===== src/rtl/icm_pkg.sv =====
// Package for the io completion matcher: field widths, command codes, types.
// No dependencies; used by every module of the block but icm_ram.
package icm_pkg;

    localparam int W_SEQ   = 32;
    localparam int W_TIME  = 48;
    localparam int W_LBA   = 48;
    localparam int W_LEN   = 32;
    localparam int W_ATTRS = 46;
    localparam int W_ERR   = 8;
    localparam int W_DEPTH = 16;
    localparam int W_CMD   = 2;
    localparam int W_IDATA = 200;
    localparam int W_ODATA = 264;
    localparam int DEF_TABLE_DEPTH = 64;

    localparam logic [W_CMD-1:0] CMD_SUBMIT = 2'd0;
    localparam logic [W_CMD-1:0] CMD_COMPL  = 2'd1;
    localparam logic [W_CMD-1:0] CMD_DRAIN  = 2'd2;

    // attrs: class 7..0, operation 11..8, flush 12, fua 13, device 29..14, depth 45..30
    typedef struct packed {
        logic [W_CMD-1:0]   cmd;
        logic [W_SEQ-1:0]   seq;
        logic [W_TIME-1:0]  t;
        logic [W_LBA-1:0]   lba;
        logic [W_LEN-1:0]   len;
        logic [W_ATTRS-1:0] attrs;
        logic [W_ERR-1:0]   err;
    } t_item;

    typedef struct packed {
        logic [W_ATTRS-1:0] attrs;
        logic [W_LEN-1:0]   len;
        logic [W_LBA-1:0]   lba;
        logic [W_TIME-1:0]  start;
        logic [W_SEQ-1:0]   seq;
    } t_entry;

    typedef struct packed {
        logic [W_ERR-1:0]  err;
        logic [W_TIME-1:0] lat;
    } t_result;

endpackage


===== src/rtl/icm_fifo.sv =====
// Two-entry queue between front and back of the matcher.
// Depends on icm_pkg for the item type.
module icm_fifo
    import icm_pkg::*;
(
    input  logic  i_clk,
    input  logic  i_rst_n,
    input  logic  i_push,
    input  t_item i_data,
    output logic  o_full,
    output logic  o_valid,
    output t_item o_data,
    input  logic  i_pop
);

    t_item       r_slot [2];
    logic        r_wp, r_rp;
    logic [1:0]  r_cnt;

    always_ff @(posedge i_clk) begin
        if (!i_rst_n) begin
            r_wp  <= 1'b0;
            r_rp  <= 1'b0;
            r_cnt <= 2'd0;
        end else begin
            if (i_push) begin
                r_wp <= ~r_wp;
            end
            if (i_pop) begin
                r_rp <= ~r_rp;
            end
            r_cnt <= r_cnt + {1'b0, i_push} - {1'b0, i_pop};
        end
        if (i_push) begin
            r_slot[r_wp] <= i_data;
        end
    end

    assign o_full  = r_cnt[1];
    assign o_valid = (r_cnt != 2'd0);
    assign o_data  = r_slot[r_rp];

endmodule


===== config.mk =====
export PLATFORM = sky130hd
export DESIGN_NAME = icm_fifo
export DESIGN_NICKNAME = d
export VERILOG_FILES = /design/src/rtl/icm_pkg.sv /design/src/rtl/icm_fifo.sv
export SDC_FILE = /design/constraint.sdc
export NUM_CORES = 1
export LEC_CHECK = 0
export BUFFER_PORTS_ARGS = -buffer_cell sky130_fd_sc_hd__buf_2
export CORE_ASPECT_RATIO = 0.7
export CORE_MARGIN = 3
export CORE_UTILIZATION = 46
export CTS_CLUSTER_DIAMETER = 30
export DETAILED_ROUTE_END_ITERATION = 10
export PLACE_DENSITY = 0.69
export SETUP_SLACK_MARGIN = 0.05
export SLEW_MARGIN = 0
export SYNTH_ARGS = -nofsm -noshare
export SYNTH_HDL_FRONTEND = slang
export SYNTH_SLANG_ARGS = --single-unit

===== constraint.sdc =====
create_clock -name i_clk -period 17.62 [get_ports i_clk]
set_input_delay 4.405 -clock i_clk [delete_from_list [all_inputs] [get_ports i_clk]]
set_output_delay 4.405 -clock i_clk [all_outputs]
set_load 0.02 [all_outputs]

; ---- After elaboration in Yosys (flattened, before gate mapping)
; Memory sizes are Yosys's and may differ from the RTL's. A register that Yosys moved wholly into a read port is not among the register bits.
; Cells that the tools add are included.
[word_totals]
output_inout_bits = 218
ramBits = 432
memories = 1
reg_bits = 4
[mem_list]
columns = memory, words, word_bits, rd, rd_clocked_by_memory_dff, wr, line
row1 = r_slot, 2, 216, 1, 1, 1, icm_fifo.sv:16  ; t_item r_slot [2];
[classes]
muxes = 4
bitwise_logic = 2
reduce_logical = 1
n_addsub = 2
[op_table]
columns = op, count
row1 = $mux W1, 4
row2 = $add A2 B1 Y2, 1
row3 = $not A1 Y1, 2
row4 = $reduce_bool A2 Y1, 1
row5 = $sub A2 B1 Y2, 1

; ---- Depth between registers and ports, before layout
; Gate-level depths: netlist of the first run.
[logic_depth]
word_depth = 3
ltp_mapped = 6

; ---- Worst setup path after synthesis of the first run
; OpenSTA, ideal clock, no wires.
[synth_path]
kind = in2reg
start = input port i_push
end = register r_wp
path_stages = 2
path_slack_ns = 3.032
arrival_ns = 14.485
required_time_ns = 17.518
cell_sequence = nor2b_1 > o21a_1
[synth_lines]
columns = item, line
row1 = start: declaration, icm_fifo.sv:8  ; input logic i_push,
row2 = end signal: assignment, icm_fifo.sv:27  ; r_wp <= ~r_wp;
row3 = end: declaration, icm_fifo.sv:17  ; logic r_wp, r_rp;

==> results.txt, run 1 <==
Status: complete, no violations
Power after layout: 2.737 mW
Final Setup Violations: 0
GRT Overall Usage: 17.90%
FMAX: 124.6 MHz
Fill count: 2,510
Combinational power share: 10.8%
Final Wtd Congestion: 0.7820
Clock Sinks: 437
Ys async rst share: 0%
CP peak stage delay: 870 ps
Fraction of layout cells with a size suffix above 1: 62.42%
CP max stage cell: buf_4
Hold Crit Start: r_rp
Cts repair resizes: 0
RR Startpoint: r_wp
Final Skew: 22.35 ps
Cell accounting for the most synthesized area: edfxtp_1
Drt drc: 0
Mapped Cells: 692
Die area: 37,940 µm²
Max Cap Viol: 0
Part of the Yosys area used for sequential elements: 79.82%
Synth-to-Final Area Change: 29.14%
Global-route wire length before repair: 51,120 µm
Post-DP HPWL: 23,760 µm
DR pass1 iterations: 4
Final worst-path cycle share: 45.53%
Non-Filler Instances: 1,710
H-tree depth: 3
Post-DRT Antenna Nets: 0
Worst-Margin Slew: 1133 ps
Root Driver: clkbuf_16
Min-Delay Path Class: reg -> reg
Top post-synthesis cells by count: 432 x edfxtp_1, 140 x mux2_4, 76 x mux2_2
Time the worst path needs with I/O delays and setup: 8023 ps
Switching share of power: 23.43%
Cts bufs inserted: 67
Sequential cell area: 13,080 µm²
Crit path DAT: 3620 ps
# rows: 57
R2R setup slack: 14,800 ps
Number of synthesized register bits: 437
Syn Std Cell Area: 16,380 µm²
Crit path max fanout: 60
Initial antenna violation count: 11
CTS tree: done
Library cells used by synthesis: 14
Via density: 4.853
VDD IR max: 0.1037 mV
Synthesized Nets: 914
Vias: 8,299
Port bufs: 437
Top FF cell, synth: edfxtp_1
WL per Instance: 20.42 µm
Multi-input combinational cell area: 3082 µm²
Clock Latency Late Sink: 550 ps
Nets: 1,404
Most used cell, CP: buf_4
P_int: 2.096 mW
Pleak: 8.291 nW
Finished Core Util: 60.65%
Setup bufs post-CTS: 0
CP startpoint kind: register
Syn. warnings: 0
Core Area: 34,870 µm²
WS Path Type: reg -> out
Sequential fraction of design power: 44.7%
Clock buffer depth: 3
Hold slack final: 577.6 ps
Final hold violation count: 0
TNS Setup: 0 ps
Top-count cell post-synth: edfxtp_1
DRT iter0 DRCs: 532
Avg Cell Area, Syn: 23.67 µm²
Die Ht: 163.9 µm
Grt ovf: 0
Number of synthesized flops with an enable pin: 432
Worst path cell trace: buf_4 -> buf_4 -> mux2_4 -> buf_2
Worst reg2reg endpoint: r_slot[1][152]
Io pins: 438
RSZ-0062 raised after global routing: no
Clock share of power: 44.5%
Total power divided by cell area: 129.4 nW/µm²
Crit end category: primary output
Max transition margin: 24.49%
Number of global-route vias before repair: 8,617
Placed cells: 1,585
Synth area leaders: edfxtp_1 79%, mux2_4 13%, mux2_2 5.2%, buf_6 1.2%, dfxtp_1 0.61%
Hold Path Depth: 2
Chip width: 231.5 µm
R2R cell count: 3
Pin count of the biggest net entering global routing: 156
Share of the synthesized area in the top cell type: 79.21%
Total wire length: 34,920 µm
Crit path required time: 13,220 ps
Net Sw Power: 641.4 µW
Slew Limit Fails: 0
Cts-stage hold buffer count: 0
Clock Pin Slew Worst Setup and Hold Paths: 50 ps
Initial Util: 46.96%
-- layer usage --
layer,vias up,part of all wire (%),global-route usage [%]
met4,10,1.7,4.952
met2,369,48,29.09
met5,-,0.18,0.5208
li1,3774,-,-
met1,4082,40,22.64
met3,64,9.7,6.848
-- cell type report --
type                       instances  share of cell area (%)
clock buffer                      77                   8.205
sequential                       437                   61.82
antenna                            6                 0.07099
tap                              472                   2.792
clock inverter                    42                   1.822
inverter                           2                 0.03549
multi-input combinational        229                   14.57
timing repair buffer             445                   10.68
-- per-stage QoR --
step	worst slack, ps	cell area, µm²
after global placement	10160	19020
after global routing	9349	21140
final	9597	21150
after detailed placement	10130	19020
after CTS	9521	21140
after floorplan	3032	16380
-- worst max-delay path, delay by kind of cell, from the launching register on --
kind / cells / cell delay [ps]
buffers and inverters: 3 / 1850
flip-flops: 1 / 740
multiplexers: 1 / 360
-- power groups by stage --
stage / clock (mW) / combinational, mW / sequential (mW)
6_report: 1.22 / 0.295 / 1.22
5_1_grt: 1.30 / 0.314 / 1.23
4_1_cts: 1.25 / 0.300 / 1.22
3_5_place_dp: 0 / 0.298 / 1.24
3_3_place_gp: 0 / 0.295 / 1.24
2_1_floorplan: 0 / 0.202 / 1.25
-- logic make-up (layout without fill, tap and decap cells) --
family,Yosys count,count (layout),synth area share (%)
flops,437,437,79.82
xor+xnor,2,2,0.1910
buf+inv,26,566,1.429
other cells,0,6,0
fa+ha+maj,2,2,0.1528
simple gates,8,8,0.3056
mux,216,216,18.06
compound gates,1,1,0.04585
-- state kept, by name, indices dropped and copies added, names as in the netlist, named ones only --
signal  cells
r_cnt       2
r_rp        1
r_slot    432
r_wp        1
-- worst max path at each step --
stage,start,depth (start not counted),endpoint
after detailed placement,register,4,o_data[137]
after global placement,register,4,o_data[136]
final,register,4,o_data[137]
after global routing,register,4,o_data[92]
after floorplan,i_push,2,r_wp
after CTS,register,4,o_data[137]
-- placed cells by master (no fill, tap or decap), drive strengths merged, types with 2 or more instances in the layout --
master / Yosys / final
clkbuf: 0 / 77
nor2b: 3 / 3
inv: 2 / 12
buf: 24 / 445
clkinvlp: 0 / 6
edfxtp: 432 / 432
diode: 0 / 6
dfxtp: 5 / 5
ha: 2 / 2
and2: 4 / 4
mux2: 216 / 216
clkinv: 0 / 23
bufinv: 0 / 3
(Power assumes the default switching activity.)
==> inputs of run 2 (changes only) <==
- ABC_AREA: not set -> 1
- PLACE_DENSITY: 0.69 -> 0.72
- clock period: 17.62 -> 6.65 ns (I/O delays scaled with it)
==> run 2 against run 1 <==
  * Worst setup slack worse by 7300 ps
  * Clock skew is 5.6 ps lower
  * Sequential power grew to 2.7 times the previous value
  * Sequential cell count stayed put
  * First-iteration DRC count is 5.8% lower
  * Area after synthesis stayed put
  * Combinational power is 140% higher
  * Non-clock buffer count is 1 lower
  * Clock-buffer cell count is 4 higher
  * Wire length is 0.14% higher
  * Total power grew to 2.8 times the previous value
  * Clock power grew to 3.0 times the previous value
  * Largest power group is now clock
==> results.txt, run 2 <==
Status: complete, no violations
Worst-Margin Slew: 1255 ps
Met1 usage: 20.89%
Most used routing layer: met2
Max reg flops: 432
Met2 Use GR: 29.96%
Chip width: 231.5 µm
Core Area: 34,870 µm²
WS Path Type: reg -> out
FMAX: 227.9 MHz
Adder-cell share of the synthesized area: 0.1528%
Avg Cell Area, Syn: 23.26 µm²
Number of synthesized register bits: 437
Most frequent cells in the layout: 437 x buf_2, 432 x edfxtp_1, 140 x mux2_4, 76 x mux2_2, 74 x clkbuf_16
Max Cap Viol: 0
CP startpoint kind: register
Final hold violation count: 0
Clock Pin Slew Worst Setup and Hold Paths: 50 ps
Io pins: 438
Cts bufs inserted: 70
Non-Filler Instances: 1,729
Drt drc: 0
Syn. warnings: 0
Synth Area in XOR/XNOR: 0%
Crit path max fanout: 138
WL per Instance: 20.22 µm
DRT iter0 DRCs: 501
Sequential fraction of design power: 42.5%
Post-DP HPWL: 22,950 µm
Top-count cell post-synth: edfxtp_1
Compound-Gate Fraction of Synth Area: 0.03056%
Number of global-route vias before repair: 8,847
Via density: 4.875
Final worst-path cycle share: 65.98%
Share of the synthesized area in the top cell type: 79.21%
Slew Limit Fails: 0
Crit path DAT: 2720 ps
H-tree depth: 3
Clock buffer depth: 3
Top Registers: r_slot x432, r_cnt x2
Crit path required time: 4990 ps
Simple-gate share of the synthesized area: 0.3972%
VDD IR max: 0.2391 mV
Min-Delay Path Class: reg -> reg
Top FF cell, synth: edfxtp_1
Final Skew: 16.78 ps
Largest family of logic cells by synthesized area: multiplexers
Buf+Inv Stages, Crit Path: 2
Port bufs: 437
Pleak: 8.461 nW
Post-DRT Antenna Nets: 0
Mux share of post-synthesis cell area: 18.06%
Part of the Yosys area used for sequential elements: 79.82%
Die area: 37,940 µm²
Largest delay contributor family on the critical path: buffers and inverters
Biggest register: r_slot
Die Ht: 163.9 µm
Ys async rst share: 0%
# rows: 57
Vias: 8,429
Total power divided by cell area: 354.8 nW/µm²
Max transition margin: 16.35%
Initial antenna violation count: 15
Worst path cell trace: buf_12 -> mux2_4 -> buf_2
Cell accounting for the most synthesized area: edfxtp_1
GRT Overall Usage: 17.99%
Final Setup Violations: 0
Fraction of layout cells with a size suffix above 1: 62.06%
Clock Sinks: 437
P_int: 5.914 mW
Final Wtd Congestion: 0.7892
CP peak stage delay: 650 ps
Placed cells: 1,596
Combinational power share: 9.3%
Cts repair resizes: 0
Net Sw Power: 1.708 mW
Synth area leaders: edfxtp_1 79%, mux2_4 13%, mux2_2 5.2%, buf_6 1.2%, dfxtp_1 0.61%
Setup bufs post-CTS: 0
Synth-to-Final Area Change: 31.16%
Library cells used by synthesis: 12
Global-route wire length before repair: 51,320 µm
Placed cell areas: 19,030 µm²
CTS tree: done
Pin count of the biggest net entering global routing: 139
Time the worst path needs with I/O delays and setup: 4387 ps
Power after layout: 7.622 mW
Initial Util: 46.96%
Syn Std Cell Area: 16,380 µm²
Root Driver: clkbuf_16
DR pass1 iterations: 5
Total wire length: 34,970 µm
Commonest non-fill, non-tap cell in the layout: buf_2
RSZ-0062 raised after global routing: no
Switching share of power: 22.40%
Routing usage on met3: 7.368%
Top post-synthesis cells by count: 432 x edfxtp_1, 140 x mux2_4, 76 x mux2_2
CP max stage cell: dfxtp_4
Clock Latency Late Sink: 550 ps
Crit end category: primary output
Synthesized Nets: 926
Fin area: 21,480 µm²
TNS Setup: 0 ps
Number of synthesized flops with an enable pin: 432
Clock share of power: 48.2%
Cts-stage hold buffer count: 0
Nets: 1,418
Mapped Cells: 704
Grt ovf: 0
==> run 2: worst reg2reg max path, stage by stage (launching register included) <==
cell	delay (ps)
dfxtp_1	390
nand2_1	170
inv_8	540
buf_4	860
==> run 2: kinds of logic (layout without fill, tap and decap cells) <==
| family | Yosys count | after routing |
|---|---|---|
| buf+inv | 31 | 579 |
| mux | 216 | 216 |
| compound gates | 1 | 1 |
| flops | 437 | 437 |
| fa+ha+maj | 2 | 2 |
| simple gates | 17 | 17 |
| other cells | 0 | 5 |
==> run 2: power by group through the flow <==
stage / combinational [mW] / sequential [mW] / clock, mW
finish: 0.706 / 3.24 / 3.68
detailed placement: 0.711 / 3.29 / 0
floorplan: 0.462 / 3.29 / 0
global placement: 0.703 / 3.28 / 0
CTS: 0.714 / 3.24 / 3.77
global route: 0.749 / 3.25 / 3.90
==> run 2: metrics by stage <==
step	util [%]	hold WS (ps)	setup WS [ps]
detailed placement	54.55	502.7	2824
finish	61.60	503.1	2263
global route	61.58	569.2	2139
floorplan	-	463.5	171.9
global placement	54.55	479.7	2823
CTS	61.56	514.3	2222
==> run 2: layout make-up <==
cell class,count,area [µm²]
Clock buffer,81,1898
Fill cell,2502,13390
Inverter,7,33.78
Sequential cell,437,13080
Timing Repair Buffer,444,2265
Antenna cell,5,12.51
Multi-Input combinational cell,236,3060
Tap cell,472,590.6
Clock inverter,47,545.5
==> run 2: final timing paths <==
kind	from	to	slack, ps	depth (start not counted)
max	register	o_data[204]	2260	3
min	r_rp	r_rp	500	2
max reg2reg	r_wp	r_slot[1][206]	4270	3
min reg2reg	r_rp	r_rp	500	2
==> run 2: layer usage <==
layer | wire length, µm | part of all wire [%] | vias up
li1 | - | - | 3828
met1 | 13120 | 38 | 4158
met2 | 17510 | 50 | 337
met3 | 3222 | 9.2 | 88
met4 | 991 | 2.8 | 18
met5 | 119 | 0.34 | -
==> inputs of run 3 (changes only) <==
- clock period: 6.65 -> 3.66 ns (I/O delays scaled with it)
==> run 3 against run 2 <==
  * First-iteration DRC count is 3.4% lower
  * Worst setup slack worse by 1700 ps
  * Critical endpoint is now o_data[58]
  * Sequential share of layout area hardly changed
  * Critical path depth stayed put
  * Total power is 75% higher
  * Clock-buffer cell count stayed put
  * Global-route usage is 0.22 points lower
  * Via count is 0.24% higher
  * Sequential power is 81% higher
  * Utilization hardly changed
==> results.txt, run 3 (synthesis gave the netlist of run 2 again) <==
Grt ovf: 0
Die area: 37,940 µm²
VDD IR max: 0.5643 mV
Crit path required time: 2740 ps
Max reg flops: 432
Synth-to-Final Area Change: 31.15%
DRT iter0 DRCs: 484
Cts bufs inserted: 71
Drt drc: 0
Time the worst path needs with I/O delays and setup: 3048 ps
Initial antenna violation count: 18
Global-route wire length before repair: 50,980 µm
Nets: 1,430
Max transition margin: 56.05%
Cts-stage hold buffer count: 0
Sequential fraction of design power: 44.1%
Via density: 4.861
Crit path DAT: 2130 ps
Die Ht: 163.9 µm
Total power divided by cell area: 621.5 nW/µm²
Final Skew: 12.19 ps
CTS tree: done
WS Path Type: reg -> out
R2R setup slack: 1880 ps
Worst path cell trace: buf_4 -> mux2_2 -> buf_2
Total wire length: 34,400 µm
Non-Filler Instances: 1,738
Vias: 8,449
Fraction of layout cells with a size suffix above 1: 62.36%
Clock Pin Slew Worst Setup and Hold Paths: 50 ps
Status: complete, no violations
Pleak: 8.467 nW
Max Cap Viol: 0
Post-DRT Antenna Nets: 0
Port bufs: 437
Number of global-route vias before repair: 8,817
DR pass1 iterations: 7
Final worst-path cycle share: 83.28%
Place WS: 1158 ps
Net Sw Power: 3.070 mW
Combinational power share: 9.8%
Initial Util: 46.96%
Final Setup Violations: 0
Clock Sinks: 437
# rows: 57
Cts repair resizes: 0
H-tree depth: 3
CP peak stage delay: 530 ps
WL per Instance: 19.80 µm
Biggest register: r_slot
Pin count of the biggest net entering global routing: 106
P_int: 10.28 mW
Slew Limit Fails: 0
Setup bufs post-CTS: 0
Finished Core Util: 61.59%
Clock buffer depth: 3
Clock share of power: 46.2%
RSZ-0062 raised after global routing: no
Switching share of power: 22.99%
Root Driver: clkbuf_16
Crit end category: primary output
Final hold violation count: 0
Core Area: 34,870 µm²
Post-DP HPWL: 23,340 µm
Most frequent cells in the layout: 437 x buf_2, 432 x edfxtp_1, 140 x mux2_4, 76 x mux2_2, 73 x clkbuf_16
FMAX: 328.1 MHz
Chip width: 231.5 µm
Commonest non-fill, non-tap cell in the layout: buf_2
CP startpoint kind: register
Placed cells: 1,607
GRT Overall Usage: 17.77%
Final Wtd Congestion: 0.8284
Final worst setup slack: 611.9 ps
CP max stage cell: dfxtp_4
Worst-Margin Slew: 659.2 ps
Io pins: 438
Top Registers: r_slot x432, r_cnt x2
Crit path max fanout: 30
Min-Delay Path Class: reg -> reg
Clock Latency Late Sink: 550 ps
[run 3: cell count changes in the layout (fill, tap and decap cells not counted), sizes merged]
cell and delta:
diode -1, clkinvlp -2, buf +11, bufinv -6
inv +2, clkinv +5
[run 3: worst max-delay path: cells and delay by family, from the launching register on]
kind	cells	cell delay, ps
buffers and inverters	2	620
DFF	1	530
muxes	1	410
[run 3: path summary, 6_finish.rpt]
| kind | start | end | depth (start not counted) |
|---|---|---|---|
| min reg2reg | r_rp | r_rp | 2 |
| max reg2reg | r_wp | r_slot[1][131] | 3 |
| max | register | o_data[58] | 3 |
| min | r_rp | r_rp | 2 |
[run 3: power groups by stage]
stage               clock, mW  sequential, mW  combinational [mW]
floorplan                   0            5.98               0.841
global route             6.55            5.90                1.39
finish                   6.16            5.88                1.30
CTS                      6.31            5.88                1.32
global placement            0            5.97                1.30
detailed placement          0            5.98                1.32
[run 3: cell type report]
| class | instances | area, µm² |
|---|---|---|
| diodes | 4 | 10.01 |
| clock buffers | 81 | 1867 |
| clock inverters | 46 | 395.4 |
| fillers | 2466 | 13390 |
| inverters | 7 | 42.54 |
| multi-input cells | 236 | 3077 |
| flip-flops and latches | 437 | 13080 |
| well taps | 472 | 590.6 |
| repair buffers | 455 | 2422 |
[run 3: metal layers]
layer | global-route usage, % | up-vias | share of wire [%]
li1 | - | 3851 | -
met1 | 21.66 | 4117 | 39
met2 | 28.55 | 361 | 49
met3 | 7.334 | 98 | 9.5
met4 | 6.837 | 22 | 2.7
met5 | 0 | - | 0.40
[run 3: per-stage QoR]
| stage | cell area, µm² | TNS, ps | total power, mW | hold slack [ps] |
|---|---|---|---|---|
| after floorplan | 16420 | -386240 | 6.821 | 463.5 |
| after global placement | 19210 | 0 | 7.271 | 470.6 |
| after detailed placement | 19210 | 0 | 7.297 | 487.4 |
| after CTS | 21470 | 0 | 13.52 | 500.0 |
| after global routing | 21480 | 0 | 13.84 | 509.4 |
| final | 21480 | 0 | 13.35 | 495.8 |
