### config.mk
export PLATFORM = sky130hd
export DESIGN_NAME = icm_front
export DESIGN_NICKNAME = d
export VERILOG_FILES = /design/src/rtl/icm_pkg.sv /design/src/rtl/icm_front.sv
export SDC_FILE = /design/constraint.sdc
export NUM_CORES = 1
export LEC_CHECK = 0
export ABC_AREA = 1
export BUFFER_PORTS_ARGS = -buffer_cell sky130_fd_sc_hd__buf_2
export CAP_MARGIN = 20
export CORE_AREA = 2 2 165 167
export DETAILED_ROUTE_END_ITERATION = 6
export DIE_AREA = 0 0 167 169
export PLACE_DENSITY_LB_ADDON = 0.3
export RECOVER_POWER = 25
export SKIP_LAST_GASP = 1
export SLEW_MARGIN = 10
export SYNTH_ARGS = -nofsm -noshare
export SYNTH_HDL_FRONTEND = slang
export SYNTH_SLANG_ARGS = --single-unit
export TNS_END_PERCENT = 20
### constraint.sdc
create_clock -name i_clk -period 6.7 [get_ports i_clk]
set_input_delay 0.335 -clock i_clk [delete_from_list [all_inputs] [get_ports i_clk]]
set_output_delay 0.335 -clock i_clk [all_outputs]
set_load 0.03 [all_outputs]
### src/rtl/icm_pkg.sv
// Package for the io completion matcher: field widths, command codes, types.
// No dependencies; used by every module of the block but icm_ram.
package icm_pkg;

    localparam int W_SEQ   = 32;
    localparam int W_TIME  = 48;
    localparam int W_LBA   = 48;
    localparam int W_LEN   = 32;
    localparam int W_ATTRS = 46;
    localparam int W_ERR   = 8;
    localparam int W_DEPTH = 16;
    localparam int W_CMD   = 2;
    localparam int W_IDATA = 200;
    localparam int W_ODATA = 264;
    localparam int DEF_TABLE_DEPTH = 64;

    localparam logic [W_CMD-1:0] CMD_SUBMIT = 2'd0;
    localparam logic [W_CMD-1:0] CMD_COMPL  = 2'd1;
    localparam logic [W_CMD-1:0] CMD_DRAIN  = 2'd2;

    // attrs: class 7..0, operation 11..8, flush 12, fua 13, device 29..14, depth 45..30
    typedef struct packed {
        logic [W_CMD-1:0]   cmd;
        logic [W_SEQ-1:0]   seq;
        logic [W_TIME-1:0]  t;
        logic [W_LBA-1:0]   lba;
        logic [W_LEN-1:0]   len;
        logic [W_ATTRS-1:0] attrs;
        logic [W_ERR-1:0]   err;
    } t_item;

    typedef struct packed {
        logic [W_ATTRS-1:0] attrs;
        logic [W_LEN-1:0]   len;
        logic [W_LBA-1:0]   lba;
        logic [W_TIME-1:0]  start;
        logic [W_SEQ-1:0]   seq;
    } t_entry;

    typedef struct packed {
        logic [W_ERR-1:0]  err;
        logic [W_TIME-1:0] lat;
    } t_result;

endpackage

### src/rtl/icm_front.sv
// Front of the matcher: accept words, rebase time, track outstanding depth.
// Depends on icm_pkg; feeds icm_fifo.
module icm_front
    import icm_pkg::*;
(
    input  logic               i_clk,
    input  logic               i_rst_n,
    input  logic               i_tvalid,
    output logic               o_tready,
    input  logic [W_IDATA-1:0] i_tdata,
    input  logic [W_CMD-1:0]   i_tuser,
    input  logic               i_full,
    output logic               o_push,
    output t_item              o_item
);

    logic [W_TIME-1:0]  r_tb;
    logic [W_DEPTH-1:0] r_outst, n_outst;
    logic [W_TIME-1:0]  ts, base;
    logic               acc, timed;

    assign o_tready = !i_full;
    assign acc      = i_tvalid && !i_full;
    assign timed    = (i_tuser == CMD_SUBMIT) || (i_tuser == CMD_COMPL);
    assign ts       = i_tdata[79:32];
    assign base     = (r_tb == '0) ? ts : r_tb;

    always_comb begin
        n_outst = r_outst;
        if (i_tuser == CMD_SUBMIT && r_outst != '1) begin
            n_outst = r_outst + 1'b1;
        end else if (i_tuser == CMD_COMPL && r_outst != '0) begin
            n_outst = r_outst - 1'b1;
        end
    end

    always_ff @(posedge i_clk) begin
        if (!i_rst_n) begin
            r_tb    <= '0;
            r_outst <= '0;
        end else if (acc && timed) begin
            r_tb    <= base;
            r_outst <= n_outst;
        end
    end

    // Drop command 3 here; it never reaches the back.
    assign o_push       = acc && (timed || i_tuser == CMD_DRAIN);
    assign o_item.cmd   = i_tuser;
    assign o_item.seq   = i_tdata[31:0];
    assign o_item.t     = ts - base;
    assign o_item.lba   = i_tdata[127:80];
    assign o_item.len   = i_tdata[159:128];
    assign o_item.attrs = {n_outst, i_tdata[189:174], i_tdata[173], i_tdata[172],
                           i_tdata[171:168], i_tdata[167:160]};
    assign o_item.err   = i_tdata[197:190];

endmodule

# Word level (Yosys, flattened, before mapping)
# Cells that the tools add are included.
# totals
regBits	64
latchBits	0
mem_bits_rw	0
romBits	0
inputBits	206
output_inout_bits	218
wordCells	22
n_memories	0
# classes
n_addsub	3
multipliers	0
div_mod_pow	0
order_cmp	0
eq_ne	3
n_shift	0
muxes	3
n_bitwise	0
n_reduce_logical	11
# op_table
operator	count
48-bit zero test	1
48-bit 2-to-1 mux	1
48-bit subtractor	1
16-bit 2-to-1 mux	2
16-bit by 1-bit adder with 16-bit output, second input constant	1
16-bit inequality test, second input constant	1
16-bit nonzero test	1
16-bit by 1-bit subtractor with 16-bit output, second input constant	1
1-bit logical AND	5
2-bit by 1-bit == test with 1-bit output, second input constant	1
2-bit == test, second input constant	1
2-bit zero test	1
1-bit logical OR	2
1-bit zero test	1

# Logic depth before layout (Yosys ltp)
# Gate-level depths: netlist of run 1.
# logic_depth
ltp_word	4
mapped_depth	26
ltp_nobuf	24

# Least setup slack after synthesis of run 1
# Ideal clock, no wire load.
# synth_path
path_kind	reg2out
start	register r_tb[18]
end	output o_item[159] in the netlist's numbering
t_arrival_ns	3.490
t_required_ns	6.365
path_slack_ns	2.875
stages_incl_launch_ff	23
path_buffers	2
path_cell_list	dfxtp_1 -> nor2_1 -> nand2_1 -> nor2_1 -> nand2_1 -> nor2_1 -> nand2_2 -> buf_6 -> clkinv_1 -> clkbuf_1 -> a21oi_1 -> ha_1 -> a21oi_1 -> nor2_1 -> a211oi_1 -> o211ai_1 -> nand3_1 -> nand3_2 -> nand2_1 -> nand2_1 -> nand2_1 -> nand2_1 -> xnor2_1
# synth_rtl
element	line	source
start: declaration	icm_front.sv:17	logic [W_TIME-1:0] r_tb;
start signal: assignment	icm_front.sv:42	r_tb <= base;
end: declaration	icm_front.sv:14	output t_item o_item

==> results.md, run 1 <==
- Outcome: complete, no violations
- Max-Slew Margin vs Limit: 45.9%
- Hold path endpoint: r_tb[10]
- Distinct cells, synth: 48
- Clock skew: 0.00658 ns
- Setup tns final: 0 ns
- CP Launch Type: register
- Root buf cell: clkbuf_16
- Synth Instances: 1403
- First-pass GRT wire length: 42.0 mm
- Overall routing resource usage: 19.2%
- Share of layout cells above drive strength 1: 18.9%
- Post-CTS setup buffers: 0
- Post-CTS Hold Buffers: 0
- Setup Slack @ Placement: 1.82 ns
- Multi-input gate area: 0.00502 sq mm
- Register area share after synthesis: 15.1%
- Sw Ratio: 48.2%
- Finished Core Util: 32.6%
- Worst reg2reg path depth: 13
- Htree depth: 3
- Most frequent cell after synthesis: nand2_1
- Port bufs: 121
- Post-route DRC: 0
- Final wirelength: 27.7 mm
- Initial antenna violation count: 5
- DP HPWL: 23.2 mm
- Initial DRC count: 451
- Top cell type by total area after synthesis: dfxtp_1
- Fin crit period: 5.25 ns
- Top cells by count, synth: nand2_1 (335), inv_1 (222), buf_4 (152)
- Async SR Flop Fraction: 0%
- I/O pin total: 424
- Inserted Clock Buffers: 9
- Crit share post-route: 78.4%
- Cts repair resizes: 0
- Nets: 1597
- Critical Path AT: 4.92 ns
- Vias/cell: 4.66
- F_max: 190 MHz
- WL per Instance: 16.2 microns
- Die Ht: 169 microns
- Storage cell area: 0.00128 sq mm
- Worst skew pair latency: 0.35 ns
- Combinational share of power: 52.2%
- Largest net degree at the start of global routing: 50
- Fillers: 3006
- CTS sink count: 64
- Top_reg_cell synth: dfxtp_1
- Syn Nets: 1637
- GPL Wtd Cong: 0.896
- CTS tree: done
- Clock network fraction of total power: 27.3%
- R2r setup slk: 3.98 ns
- Synth-to-layout area growth: 1.77%
- Initial Util: 32.0%
- 1st-pass router iterations: 5
- Syn avg cell area: 6.04 sq um
- Core ar.: 0.0265 sq mm
- Hold Violations, Final: 0
- Die Width: 167 microns
- CTS clk-pin slew, worst paths: 0.06 ns
- Final Slew Violations: 0
- Crit path capture type: primary output
- Hold depth: 3
- Yosys warnings: 0
- # setup viols final: 0
- Critical path class: register to primary output
- Finished Cell Area: 0.00863 sq mm
- Post-Place Cell Area: 0.00830 sq mm
- Reg2reg end: r_outst[15]
- Clk buf depth: 2
- CP Max Fanout: 25
- Vias in the first global route: 7467
- Vias: 7968
- Synth top area cells: dfxtp_1 (15%), nand2_1 (15%), buf_4 (13%)
- Top cell type's share of synthesized area: 15.1%
- Worst slew pin tran: 0.806 ns
- Worst VDD drop: 0.0951 mV
- WP data required: 6.36 ns
- Grt ovf: 0
- Post-route setup slack: 1.45 ns
- Sequential power share: 20.5%
- HP Class: input pin to register
- Post-Syn Area: 0.00848 sq mm
- Leak: 4.55 nW
- Area of the die: 0.0282 sq mm
- RSZ-0062 raised after global routing: false
- Internal power: 1.03 mW
- Post-synthesis register bit count: 64
- Number of synthesized flops with an enable pin: 0
- PwrDens: 230 mW/mm^2
- Max-cap violation count: 0
- Core Rows: 60
- Final ANT Viol Nets: 0
- Net Switching: 0.955 mW
- Hold path start: i_tdata[42]
- Worst r2r src: r_outst[0]
[critical path, stage by stage, from the launching register on]
cell and delay, ns:
dfxtp_1 0.36, inv_1 0.05, nand2_1 0.12, nor2_1 0.06
nand3_1 0.09, nor2_2 0.05, nand2_2 0.06, clkinv_1 0.62
a21oi_1 0.47, inv_1 0.10, fa_1 0.44, o21ai_1 0.26
inv_1 0.07, o211ai_1 0.46, nand4_1 0.15, nand2_1 0.24
nand2_1 0.08, nand2_1 0.15, nand3_1 0.12, nand3_2 0.15
nand2_1 0.08, nand2_1 0.06, nand2_1 0.05, nand2_1 0.07
buf_2 0.19
[power by group through the flow]
| stage | clock, mW | sequential (mW) | combinational (mW) |
|---|---|---|---|
| floorplan | 0 | 0.412 | 0.912 |
| global placement | 0 | 0.415 | 1.03 |
| detailed placement | 0 | 0.415 | 1.04 |
| CTS | 0.557 | 0.407 | 1.04 |
| global route | 0.570 | 0.409 | 1.13 |
| finish | 0.542 | 0.407 | 1.03 |
[through the flow]
step	total power [mW]	hold slack [ns]	cells
after CTS	2.00	0.266	1709
after global routing	2.11	0.294	1709
after detailed placement	1.45	0.503	1693
final	1.98	0.277	1711
after global placement	1.45	0.489	1693
after floorplan	1.32	0.454	1403
[layout by cell type (no fill, tap or decap), types with 25 or more instances in the layout]
cell     netlist  final
nor2_1       117    116
ha_1          27     27
buf_2          2    121
dfxtp_1       64     64
inv_1        222    222
o21ai_0       68     68
xor2_1        25     25
nand2_1      335    335
a21oi_1       84     84
nand3_1       54     54
[cells by family (layout without fill, tap and decap cells)]
kind of cell    after synthesis  after routing  share of synthesized area [%]
compound gates              212            212                           14.4
xor+xnor                     44             44                           4.55
fa+ha+maj                    28             28                           4.22
buf+inv                     422            387                           25.7
flops                        64             64                           15.1
other cells                   0              2                              0
simple gates                633            633                           36.0
[metal layers]
metal | part of all wire [%] | track usage (%) | wire (microns) | vias to the layer above
met3 | 7.6 | 5.21 | 2110 | 49
met4 | 2.1 | 5.40 | 579 | 6
li1 | - | - | - | 4167
met1 | 42 | 22.9 | 11600 | 3479
met2 | 48 | 33.8 | 13400 | 267
met5 | 0.16 | 0 | 44 | -
[sequential cells by signal, summed over array words and instances, names as in the netlist]
name	flops
r_outst	16
r_tb	48
[layout make-up]
type	count	area share [%]
flip-flops and latches	64	14.8
diodes	2	0.0580
inverters	245	10.7
clock inverters	7	1.19
well taps	341	4.94
multi-input cells	917	58.2
clock buffers	9	2.61
repair buffers	126	7.45
[how the worst max path moves through the flow]
stage	from	to	slack, ns	cells past startpoint
2_1_floorplan	r_tb[18]	o_item[159]	2.87	22
3_3_place_gp	r_tb[45]	o_item[178]	1.79	25
3_5_place_dp	r_tb[45]	o_item[178]	1.82	24
4_1_cts	r_tb[45]	o_item[178]	1.42	24
5_1_grt	r_tb[45]	o_item[178]	0.93	25
6_report	r_tb[45]	o_item[178]	1.45	24
(Power assumes the default switching activity.)
==> run 2, diff against run 1 <==
--- a/config.mk
+++ b/config.mk
@@ -8,9 +8,9 @@
 export ABC_AREA = 1
 export BUFFER_PORTS_ARGS = -buffer_cell sky130_fd_sc_hd__buf_2
 export CAP_MARGIN = 20
-export CORE_AREA = 2 2 165 167
+export CORE_AREA = 2 2 167 169
 export DETAILED_ROUTE_END_ITERATION = 6
-export DIE_AREA = 0 0 167 169
+export DIE_AREA = 0 0 169 171
 export PLACE_DENSITY_LB_ADDON = 0.3
 export RECOVER_POWER = 25
 export SKIP_LAST_GASP = 1
==> constraint.sdc (replaced) <==
create_clock -name i_clk -period 4.84 [get_ports i_clk]
set_input_delay 0.242 -clock i_clk [delete_from_list [all_inputs] [get_ports i_clk]]
set_output_delay 0.242 -clock i_clk [all_outputs]
set_load 0.03 [all_outputs]
==> run 2 against run 1 <==
  * Non-clock buffer count increased by 3
  * Power increased by 34%
  * Core utilization decreased by 1.0 points
  * Register-to-register slack got worse by 1.9 ns
  * Sequential power increased by 38%
  * Flip-flop and latch count unchanged
  * Routed wire length decreased by 0.33%
  * Global-route usage decreased by 0.30 points
  * Cell count increased by 0.41%
  * Clock power increased by 21%
  * Via count increased by 1.6%
  * Critical path type unchanged
==> results.md, run 2 (same netlist as run 1, synthesis figures left out) <==
- Nets: 1600
- Max-cap violation count: 0
- Number of flip-flops in the largest register: 48
- Finished Core Util: 31.6%
- Hold Violations, Final: 0
- Outcome: complete, no violations
- CTS tree: done
- CTS sink count: 64
- Port bufs: 121
- Post-CTS Hold Buffers: 0
- F_max: 222 MHz
- 1st-pass router iterations: 7
- CTS clk-pin slew, worst paths: 0.06 ns
- Clock skew: 0.00842 ns
- Final Slew Violations: 0
- PwrDens: 309 mW/mm^2
- Most common cell after layout, fill and taps aside: nand2_1
- HP Class: input pin to register
- Share of layout cells above drive strength 1: 19.2%
- Initial Util: 31.0%
- Inst Count DP: 1700
- DP HPWL: 23.0 mm
- Core Rows: 61
- Vias/cell: 4.71
- WP data required: 4.60 ns
- First-pass GRT wire length: 42.0 mm
- Vias: 8098
- CP Launch Type: register
- Post-route DRC: 0
- Die Ht: 171 microns
- Worst skew pair latency: 0.35 ns
- Biggest register: r_tb
- Critical path class: register to primary output
- Worst slew pin tran: 0.817 ns
- Crit share post-route: 93.1%
- Initial DRC count: 468
- Final ANT Viol Nets: 0
- Largest net degree at the start of global routing: 50
- Die Width: 169 microns
- Crit path capture type: primary output
- Final wirelength: 27.6 mm
- WL per Instance: 16.0 microns
- # setup viols final: 0
- Worst VDD drop: 0.132 mV
- Area of the die: 0.0289 sq mm
- Htree depth: 3
- Fillers: 3084
- Largest registers: r_tb (48), r_outst (16)
- Leak: 4.55 nW
- Root buf cell: clkbuf_16
- Inserted Clock Buffers: 9
- CP Max Fanout: 11
- Synth-to-layout area growth: 1.71%
- Overall routing resource usage: 18.9%
- Clk buf depth: 2
- Vias in the first global route: 7689
- Initial antenna violation count: 5
- Critical Path AT: 4.26 ns
- Most frequent cells in the layout: nand2_1 (335), inv_1 (222), buf_2 (121)
- GPL Wtd Cong: 0.885
- RSZ-0062 raised after global routing: true
- Fin crit period: 4.51 ns
- Grt ovf: 0
- I/O pin total: 424
- Post-Layout Cell Count: 1718
- Max-Slew Margin vs Limit: 45.2%
- Core ar.: 0.0273 sq mm
-- run 2: path summary, 6_finish.rpt --
kind / startpoint / endpoint / slack, ns / cells past startpoint
worst min-delay path: i_tdata[42] / r_tb[10] / 0.20 / 3
worst max-delay path: r_tb[42] / o_item[159] / 0.33 / 22
worst max register to register: r_outst[1] / r_outst[15] / 2.13 / 13
worst min register to register: r_tb[10] / r_tb[10] / 0.50 / 2
-- run 2: where the power goes --
part	total, mW	internal (mW)	switching (mW)
sequential	0.563	0.546	0.0171
clock	0.657	0.394	0.263
combinational	1.44	0.426	1.02
-- run 2: metal layers --
layer	up-vias	part of all wire [%]	track usage, %
li1	4177	-	-
met1	3593	43	22.8
met2	261	47	32.5
met3	61	7.0	4.88
met4	6	2.9	6.73
met5	-	0.15	0
-- run 2: worst max-delay path, cell delays in order, from the launching register on --
cell and delay, ns:
dfxtp_1 0.32, inv_1 0.05, nand2_1 0.05, nor2_1 0.28
nand3_1 0.17, nor2_2 0.14, nand2_2 0.08, clkinvlp_4 0.19
a21oi_1 0.12, ha_1 0.36, a21oi_1 0.18, nor2_1 0.06
a211oi_1 0.41, o211ai_1 0.17, buf_4 0.20, nand3_1 0.09
nand3_2 0.14, nand2_1 0.09, nand2_1 0.12, nand2_1 0.09
nand2_1 0.09, xnor2_1 0.25, buf_2 0.26
-- run 2: layout make-up --
| type | count | area [sq um] | share of cell area, % |
|---|---|---|---|
| multi-input cells | 917 | 5030 | 58.3 |
| flip-flops and latches | 64 | 1280 | 14.9 |
| inverters | 245 | 923 | 10.7 |
| repair buffers | 129 | 666 | 7.72 |
| well taps | 346 | 433 | 5.02 |
| clock buffers | 9 | 225 | 2.61 |
| clock inverters | 6 | 61.3 | 0.711 |
| diodes | 2 | 5.00 | 0.0580 |
-- run 2: stage by stage --
step | cell area (sq um) | setup TNS, ns | setup slack (ns) | total power, mW | hold slack [ns]
6_report | 8620 | 0 | 0.334 | 2.66 | 0.196
5_1_grt | 8620 | -0.0264 | -0.0264 | 2.85 | 0.219
4_1_cts | 8610 | 0 | 0.233 | 2.69 | 0.186
3_5_place_dp | 8320 | 0 | 0.381 | 2.01 | 0.484
3_3_place_gp | 8320 | 0 | 0.440 | 2.01 | 0.484
2_1_floorplan | 8480 | 0 | 1.11 | 1.83 | 0.406
-- run 2: what timing repair did --
| action | CTS | global route |
|---|---|---|
| pin swaps | 1 | 0 |
| endpoints found under the setup margin | 1 | 7 |
| buffers inserted | 1 | 0 |
| gates resized for setup | 0 | 2 |
==> run 3, diff against run 2 <==
--- a/config.mk
+++ b/config.mk
@@ -13,6 +13,7 @@
 export DIE_AREA = 0 0 169 171
 export PLACE_DENSITY_LB_ADDON = 0.3
 export RECOVER_POWER = 25
+export REMOVE_ABC_BUFFERS = 1
 export SKIP_LAST_GASP = 1
 export SLEW_MARGIN = 10
 export SYNTH_ARGS = -nofsm -noshare
==> run 3 against run 2 <==
  * Combinational power is 3% higher
  * Register-to-register slack worse by 0.07 ns
  * Die area stayed put
  * Non-clock buffer count increased by 3
  * Worst hold slack worse by 0.022 ns
  * Global-route usage increased by 17 points
  * Fmax decreased by 2.7%
  * Cell count grew 0.12%
  * Count of clock-buffer cells in the layout unchanged
  * Routed wire length rose by 93%
==> results.md, run 3 (same netlist as run 1, synthesis figures left out) <==
- RSZ-0062 raised after global routing: false
- Setup tns final: 0 ns
- N_diodes: 0
- Biggest register: r_tb
- Sequential power share: 20.1%
- Hold path endpoint: r_tb[10]
- Hold path start: i_tdata[42]
- Clk buf depth: 2
- Share of layout cells above drive strength 1: 19.4%
- Outcome: complete, no violations
- Most frequent cells in the layout: nand2_1 (335), inv_1 (222), buf_2 (121)
- WL per Instance: 31.0 microns
- Hold Violations, Final: 0
- Worst r2r src: r_outst[0]
- Critical Path AT: 4.39 ns
- Final ANT Viol Nets: 0
- Most common cell after layout, fill and taps aside: nand2_1
- Critical path class: register to primary output
- Worst reg2reg path depth: 12
- Reg2reg end: r_outst[8]
- CTS sink count: 64
- Final Slew Violations: 0
- Post-route DRC: 0
- Vias: 8785
- Root buf cell: clkbuf_16
- Crit path capture type: primary output
- Leak: 4.58 nW
- GPL Wtd Cong: 1.08
- Finished Core Util: 31.8%
- Overall routing resource usage: 36.2%
- Grt ovf: 0
- Vias in the first global route: 7897
- CP Launch Type: register
- Area of the die: 0.0289 sq mm
- First-pass GRT wire length: 69.0 mm
- Internal power: 1.43 mW
- PwrDens: 324 mW/mm^2
- Sw Ratio: 49.0%
- Post-route setup slack: 0.209 ns
- Combinational share of power: 52.8%
- Crit share post-route: 95.7%
- Synth-to-layout area growth: 2.42%
- CTS clk-pin slew, worst paths: 0.08 ns
- Clock network fraction of total power: 27.1%
- Initial antenna violation count: 1
- Clock skew: 0.0183 ns
- HP Class: input pin to register
- Htree depth: 3
- DP HPWL: 48.1 mm
- F_max: 216 MHz
- Die Ht: 171 microns
- R2r setup slk: 2.06 ns
- Net Switching: 1.38 mW
- Vias/cell: 5.11
- Max-Slew Margin vs Limit: 58.2%
- Core Rows: 61
- Die Width: 169 microns
- Worst VDD drop: 0.214 mV
- 1st-pass router iterations: 5
- Largest registers: r_tb (48), r_outst (16)
- WP data required: 4.60 ns
- Number of flip-flops in the largest register: 48
- Initial DRC count: 610
- Worst slew pin tran: 0.623 ns
- Largest net degree at the start of global routing: 50
- Initial Util: 31.0%
- Worst skew pair latency: 0.37 ns
- CTS tree: done
- # setup viols final: 0
- Core ar.: 0.0273 sq mm
- CP Max Fanout: 6
- I/O pin total: 424
- Setup Slack @ Placement: 0.544 ns
- Inserted Clock Buffers: 9
- Final wirelength: 53.3 mm
- Nets: 1603
- Port bufs: 121
- Max-cap violation count: 0
- Fin crit period: 4.63 ns
- Hold depth: 3
[run 3: changes by cell type in the layout (fill, tap and decap cells not counted)]
cell       change
buf_12         +1
buf_4          +2
bufinv_16      +1
clkinv_2       -1
diode_2        -2
inv_6          +1
o21ai_1        +1
o21ai_2        -1
[run 3: cell type report]
cell class | instances | area [sq um]
Fill cell | 3152 | 18600
Tap cell | 346 | 433
Multi-Input combinational cell | 917 | 5020
Inverter | 245 | 923
Timing Repair Buffer | 132 | 701
Clock buffer | 9 | 225
Clock inverter | 7 | 95.1
Sequential cell | 64 | 1280
[run 3: metal layers]
layer	vias to the layer above	track usage, %	part of all wire, %
met5	-	20.7	1.5
met4	18	25.0	8.2
met3	98	39.9	24
met2	632	51.2	39
met1	3868	27.7	27
li1	4169	-	-
[run 3: how the worst max path moves through the flow]
stage                  start     endpoint  slack, ns  cells past startpoint
finish              r_tb[36]  o_item[153]       0.21                     20
global route        r_tb[36]  o_item[173]       0.05                     23
CTS                 r_tb[12]  o_item[159]       0.15                     21
detailed placement  r_tb[12]  o_item[159]       0.54                     21
global placement    r_tb[12]  o_item[165]       0.59                     22
floorplan           r_tb[42]  o_item[152]       0.11                     19
[run 3: critical path: stages (launching register included)]
cell        delay, ns
dfxtp_1          0.34
nor2_1           0.10
nand2_1          0.08
nor2_1           0.18
nand2_1          0.17
nor2_1           0.15
nand2_2          0.09
clkinvlp_4       0.15
buf_12           0.13
a21oi_1          0.07
ha_1             0.35
a21oi_1          0.18
nor2_1           0.08
a211oi_1         0.51
o211ai_1         0.17
buf_4            0.21
a21oi_2          0.23
o21bai_4         0.12
a21oi_1          0.28
xor2_1           0.22
buf_2            0.23
[run 3: through the flow]
step	hold WS [ns]	total power, mW	cell area, sq um	instances
CTS	0.165	2.79	8640	1716
finish	0.174	2.81	8680	1720
floorplan	0.340	1.58	7220	1226
global route	0.184	2.96	8680	1720
global placement	0.480	2.02	8320	1700
detailed placement	0.484	2.02	8320	1700
[run 3: timing repair]
| action | CTS | global route |
|---|---|---|
| buffers inserted | 0 | 4 |
| gates resized for setup | 0 | 1 |
| hold buffers | 0 | 0 |
| endpoints found under the setup margin | 0 | 15 |
[run 3: power by group through the flow]
| stage | registers, mW | clock network, mW | logic [mW] |
|---|---|---|---|
| floorplan | 0.570 | 0 | 1.01 |
| global placement | 0.575 | 0 | 1.45 |
| detailed placement | 0.575 | 0 | 1.45 |
| CTS | 0.563 | 0.774 | 1.46 |
| global route | 0.566 | 0.784 | 1.61 |
| finish | 0.564 | 0.762 | 1.48 |
